$ cat src/rtl/clrt_pkg.sv
// ----------------------------------------------------------------------------
// clrt_pkg
// Shared types and codes for the circular linked ring table: id widths,
// operation codes and the command and status groups that pass between the
// controller and the datapath.
// ----------------------------------------------------------------------------
`default_nettype none

package clrt_pkg;

	// Field widths.
	localparam int ID_W   = 12;
	localparam int FUNC_W = 3;

	typedef logic [ID_W-1:0]   id_t;
	typedef logic [FUNC_W-1:0] func_t;

	// Operation codes. Codes above remove-prev behave as remove-prev.
	localparam func_t FN_LOAD       = 3'd0;
	localparam func_t FN_INS_AFTER  = 3'd1;
	localparam func_t FN_INS_BEFORE = 3'd2;
	localparam func_t FN_REM_NEXT   = 3'd3;
	localparam func_t FN_REM_PREV   = 3'd4;

	// Input select of the slot reduction unit.
	typedef logic [1:0] slot_sel_t;
	localparam slot_sel_t SL_A    = 2'd0;
	localparam slot_sel_t SL_B    = 2'd1;
	localparam slot_sel_t SL_LINK = 2'd2;

	// Link table write steps.
	typedef logic [2:0] wr_step_t;
	localparam wr_step_t WR_NONE   = 3'd0;
	localparam wr_step_t WR_INIT   = 3'd1;
	localparam wr_step_t WR_FIRST  = 3'd2;
	localparam wr_step_t WR_SECOND = 3'd3;
	localparam wr_step_t WR_REMOVE = 3'd4;

	// Commands from the controller to the datapath.
	typedef struct packed {
		logic      cap_in;
		slot_sel_t slot_sel;
		logic      rd_en;
		logic      rd_head;
		logic      cap_sa;
		logic      cap_sb;
		logic      cap_nb;
		logic      cap_snb;
		logic      cap_nn;
		logic      cap_snn;
		wr_step_t  wr_step;
		logic      set_head;
		logic      res_load;
	} cmd_t;

	// Status from the datapath to the controller.
	typedef struct packed {
		logic is_load;
		logic is_remove;
		logic ring_empty;
		logic out_free;
	} sts_t;

endpackage

`default_nettype wire

$ cat src/rtl/clrt_ctrl.sv
// ----------------------------------------------------------------------------
// clrt_ctrl
// Sequencer of the ring table: steps each item through slot reduction,
// link reads, link writes and the result handoff.
// ----------------------------------------------------------------------------
`default_nettype none

module clrt_ctrl (
	input  wire logic           clk,
	input  wire logic           arst_n,
	input  wire logic           in_valid,
	output logic                in_ready,
	input  wire clrt_pkg::sts_t sts,
	output clrt_pkg::cmd_t      cmd
);

	localparam logic [3:0] ST_IDLE = 4'd0;
	localparam logic [3:0] ST_A    = 4'd1;
	localparam logic [3:0] ST_B    = 4'd2;
	localparam logic [3:0] ST_CA   = 4'd3;
	localparam logic [3:0] ST_CB   = 4'd4;
	localparam logic [3:0] ST_WN   = 4'd5;
	localparam logic [3:0] ST_CN   = 4'd6;
	localparam logic [3:0] ST_W1   = 4'd7;
	localparam logic [3:0] ST_W2   = 4'd8;
	localparam logic [3:0] ST_NN   = 4'd9;
	localparam logic [3:0] ST_WNN  = 4'd10;
	localparam logic [3:0] ST_CNN  = 4'd11;
	localparam logic [3:0] ST_WR   = 4'd12;
	localparam logic [3:0] ST_INIT = 4'd13;
	localparam logic [3:0] ST_RES  = 4'd14;

	logic [3:0] state_q, state_d;

	always_ff @(posedge clk or negedge arst_n) begin
		if (!arst_n) begin
			state_q <= ST_IDLE;
		end else begin
			state_q <= state_d;
		end
	end

	assign in_ready = (state_q == ST_IDLE);

	// Next state and datapath commands.
	always_comb begin
		state_d      = state_q;
		cmd          = '0;
		cmd.slot_sel = clrt_pkg::SL_A;
		cmd.wr_step  = clrt_pkg::WR_NONE;
		unique case (state_q)
			ST_IDLE: begin
				cmd.cap_in = in_valid;
				if (in_valid) state_d = ST_A;
			end
			// Reduce the reference id; read the head for a load.
			ST_A: begin
				cmd.slot_sel = clrt_pkg::SL_A;
				cmd.rd_en    = 1'b1;
				cmd.rd_head  = 1'b1;
				state_d      = ST_B;
			end
			ST_B: begin
				cmd.slot_sel = clrt_pkg::SL_B;
				state_d      = ST_CA;
			end
			// Reference slot ready; commands on a non-empty ring read its links.
			ST_CA: begin
				cmd.cap_sa = 1'b1;
				cmd.rd_en  = !sts.ring_empty && !sts.is_load;
				priority if (sts.ring_empty && sts.is_load) begin
					state_d = ST_INIT;
				end else if (sts.ring_empty) begin
					state_d = ST_RES;
				end else begin
					state_d = ST_CB;
				end
			end
			// Pick the neighbour (or the tail for a load) and reduce it.
			ST_CB: begin
				cmd.cap_sb   = 1'b1;
				cmd.cap_nb   = 1'b1;
				cmd.slot_sel = clrt_pkg::SL_LINK;
				state_d      = ST_WN;
			end
			ST_WN: begin
				state_d = ST_CN;
			end
			ST_CN: begin
				cmd.cap_snb = 1'b1;
				cmd.rd_en   = sts.is_remove;
				state_d     = sts.is_remove ? ST_NN : ST_W1;
			end
			ST_W1: begin
				cmd.wr_step = clrt_pkg::WR_FIRST;
				state_d     = ST_W2;
			end
			ST_W2: begin
				cmd.wr_step = clrt_pkg::WR_SECOND;
				state_d     = sts.is_load ? ST_IDLE : ST_RES;
			end
			// Removal: fetch the entry beyond the removed one.
			ST_NN: begin
				cmd.cap_nn   = 1'b1;
				cmd.slot_sel = clrt_pkg::SL_LINK;
				state_d      = ST_WNN;
			end
			ST_WNN: begin
				state_d = ST_CNN;
			end
			ST_CNN: begin
				cmd.cap_snn = 1'b1;
				state_d     = ST_WR;
			end
			ST_WR: begin
				cmd.wr_step = clrt_pkg::WR_REMOVE;
				state_d     = ST_RES;
			end
			ST_INIT: begin
				cmd.wr_step  = clrt_pkg::WR_INIT;
				cmd.set_head = 1'b1;
				state_d      = ST_IDLE;
			end
			// Hand the result over once the output register is free.
			ST_RES: begin
				cmd.res_load = sts.out_free;
				if (sts.out_free) state_d = ST_IDLE;
			end
			default: begin
				state_d = ST_IDLE;
			end
		endcase
	end

endmodule

`default_nettype wire
$ cat config.mk
export PLATFORM = sky130hd
export DESIGN_NAME = clrt_ctrl
export DESIGN_NICKNAME = d
export VERILOG_FILES = /design/src/rtl/clrt_pkg.sv /design/src/rtl/clrt_ctrl.sv
export SDC_FILE = /design/constraint.sdc
export NUM_CORES = 1
export LEC_CHECK = 0
export ABC_AREA = 1
export BUFFER_PORTS_ARGS = -buffer_cell sky130_fd_sc_hd__buf_2
export CAP_MARGIN = 20
export CORE_AREA = 2 2 39 41
export DETAILED_ROUTE_END_ITERATION = 8
export DIE_AREA = 0 0 41 43
export PLACE_DENSITY = 0.73
export SLEW_MARGIN = 20
export SYNTH_ARGS = -nofsm -noshare
export SYNTH_HDL_FRONTEND = slang
export SYNTH_SLANG_ARGS = --single-unit
$ cat constraint.sdc
create_clock -name clk -period 1 [get_ports clk]
set_input_delay 0.1 -clock clk [delete_from_list [all_inputs] [get_ports clk]]
set_output_delay 0.1 -clock clk [all_outputs]
set_load 0.005 [all_outputs]
==> out/qor.yml <==
run_status:
  outcome: "finished, violations left"
  violations: "setup timing"
die:
  num_rows: 14
  die_h_um: 43
  ios: 24
  die-area_mm2: 0.00176
  initial_utilization_pct: 29.9
  die_w_um: 41
  core_area_mm2: 0.00138
placement:
  port_buffers: 23
  gp_congestion: 0.837
  dpl.hpwl_um: 1050
critical_path:
  r2r_end: "state_q[3]"
  r2r_cells: 7
  crit_slowest_cell: "dfrtp_2"
  critical_path_class: "reg2out"
  path_buf_inv: 2
  max_stage_delay_ps: 450
  crit_path_frequent_cell: "nor2_4"
  crit_chain: "nor2_4, inv_4, nor2_4, nand2_1, nand3b_1, buf_2"
  cp_max_fo: 4
  cp-start-kind: "flop"
  cp_top_family: "flip-flops"
  endpoint_kind: "primary output"
  cp.depth: 6
  timing.rr.start: "state_q[0]"
  cp.arrival_ps: 1300
  startpoint: "state_q[3]"
  critPathRequiredTime_ps: 900
  critPathCapture: "cmd[12]"
  rrSetupSlack_ps: -320
logic_synthesis:
  synth_largest_area_cell: "dfrtp_1"
  synth_top_area_share_pct: 24.2
  seq_area_frac_synth_pct: 24.2
  synth_top_family_by_area: "simple AND/OR/NAND/NOR gates"
  ys_top_cells_by_area: "dfrtp_1 (24%), nor2_1 (16%), nand2_1 (15%)"
  syn_avg_cell_area_um2: 5.38
  syn_area_um2: 414
  synth_mux_area_share_pct: 0
  synth_cells: 77
  yosys_register_bits: 4
  yosysWarnings: 0
  synth_xor_area_share_pct: 0
  synth-adder-area-share_pct: 0
  synth_compound_area_share_pct: 10.9
  syn-num-nets: 84
  ys_types: 12
  synthSimpleGateAreaFrac_pct: 48.6
final_layout:
  antenna_cells: 0
  register_area_um2: 105
  synthToLayoutAreaGrowth_pct: 123
  top_regs: "state_q (4)"
  fillers: 107
  regMostFlops: "state_q"
  drive_gt1_share_pct: 69.4
  largest_reg_flops: 4
  multiInputGateArea_um2: 380
  nets: 132
pwr:
  swShare_pct: 48.0
  combPwrFrac_pct: 76.7
  internal-power_mw: 1.54
  p_switching_mw: 1.42
  p_seq_share_pct: 16.0
  clkPwrFrac_pct: 7.3
  ir_worst_vdd_mv: 1.54
  p_leak_nw: 0.542
  powerDensity_mw_per_mm2: 3210
sta:
  fin_hold_ws_ps: 166
  setup_tns_ps: -6300
  final_hold_viol_count: 0
  skew_ps: 6.62
  setup_viol: 21
  period_share_pct: 140
  finalMaxSlewViolations: 0
  fmax_ghz: 0.715
  fin_crit_ps: 1400
  layout_setup_ws_ps: -398
  rsz0062_at_grt: "yes"
  worstMarginPinSlew_ps: 224
  slew_headroom_pct: 85.1
routing:
  drt_iter0_markers: 11
  routed_wl_um: 1780
  wl_per_cell_um: 12.7
  vias: 688
  first_pass_iters: 4
  detail-route-antenna-nets: 0
  viasPerCell: 4.91
  drc: 0
worst_hold_path:
  worst_hold_path_type: "in2reg"
cts:
  clk_pin_slew_ps: 40
  clock_sinks: 4
  numCtsBuffers: 3
  htreeDepth: 1
  cts_tree: "done"
  clk-insertion-delay-late_ps: 230
  clock_path_buffers: 2
  cts_root_buf: "clkbuf_4"
global_routing:
  grt_pass1_wl_um: 2500
  grt_pass1_vias: 622
  grt_usage_pct: 21.0
  grt_antenna_before_repair: 0
  grt_max_degree: 7
  globalRouteOverflowTotal: 0
flow_run:
  cap_violations: 0
## repair_timing
action,in CTS,in global routing
hold buffers,1,0
endpoints found under the hold margin,4,0
gates resized for setup,23,29
pin swaps,6,7
buffers inserted,8,7
endpoints found under the setup margin,21,21
## worst min-delay path by stage
stage | slack [ps] | end | depth (start not counted) | from
final | 170 | state_q[0] | 3 | in_valid
after global routing | 170 | state_q[0] | 3 | sts[1]
after CTS | 170 | state_q[0] | 3 | sts[1]
after detailed placement | -90 | state_q[3] | 1 | arst_n
after global placement | -100 | state_q[2] | 1 | arst_n
after floorplan | -200 | state_q[0] | 0 | arst_n
## synth_stat cells
cell / count
nand3b_1: 1
inv_1: 15
nor3_1: 2
inv_2: 1
nor2_1: 18
a21oi_1: 3
buf_4: 1
nand3_1: 9
o21ai_0: 6
nand2_1: 16
dfrtp_1: 4
nor2_4: 1
## stage by stage
stage | setup slack (ps) | cell area [um2] | total power, mW | instances | util, %
2_1_floorplan | -14.1 | 444 | 1.19 | 77 | -
3_3_place_gp | -178 | 624 | 1.70 | 122 | 45.1
3_5_place_dp | -158 | 624 | 1.72 | 122 | 45.1
4_1_cts | -335 | 771 | 2.39 | 134 | 55.7
5_1_grt | -465 | 925 | 3.21 | 140 | 66.8
6_report | -398 | 925 | 2.97 | 140 | 66.8
## layout by cell type (no fill, tap or decap), drive strengths merged
cell / instances
nor3: 2
a21oi: 3
dlygate4sd3: 1
inv: 16
nand3: 9
dfrtp: 4
nor2: 19
buf: 43
nand3b: 1
nand2: 16
clkbuf: 4
o21ai: 6
## tightest hold or removal path: stages
cell	delay, ps
buf_2	90
o21ai_1	60
a21oi_1	110
## kinds of logic (layout without fill, tap and decap cells)
group	after synthesis	in the layout
buf+inv	17	64
simple gates	47	47
compound gates	9	9
flops	4	4
## per-layer routing
metal / share of wire, % / vias to the layer above / wire [um] / global-route usage (%)
li1: - / 333 / - / -
met1: 38 / 312 / 682 / 23.1
met2: 52 / 33 / 922 / 35.3
met3: 5.7 / 10 / 102 / 3.66
met4: 4.3 / 0 / 76 / 11.3
met5: 0 / - / 0 / 0
## power groups by stage
stage	registers, mW	clock network (mW)	logic, mW
global route	0.483	0.240	2.48
finish	0.475	0.216	2.28
CTS	0.450	0.228	1.71
global placement	0.417	0	1.28
detailed placement	0.425	0	1.30
floorplan	0.401	0	0.793
## layout make-up
cell class / count / area share (%)
clock buffer: 4 / 2.84
inverter: 16 / 6.77
multi-input combinational: 56 / 41.1
sequential: 4 / 11.4
tap: 16 / 2.17
timing repair buffer: 44 / 35.7
Power figures use the tool's default switching activity.
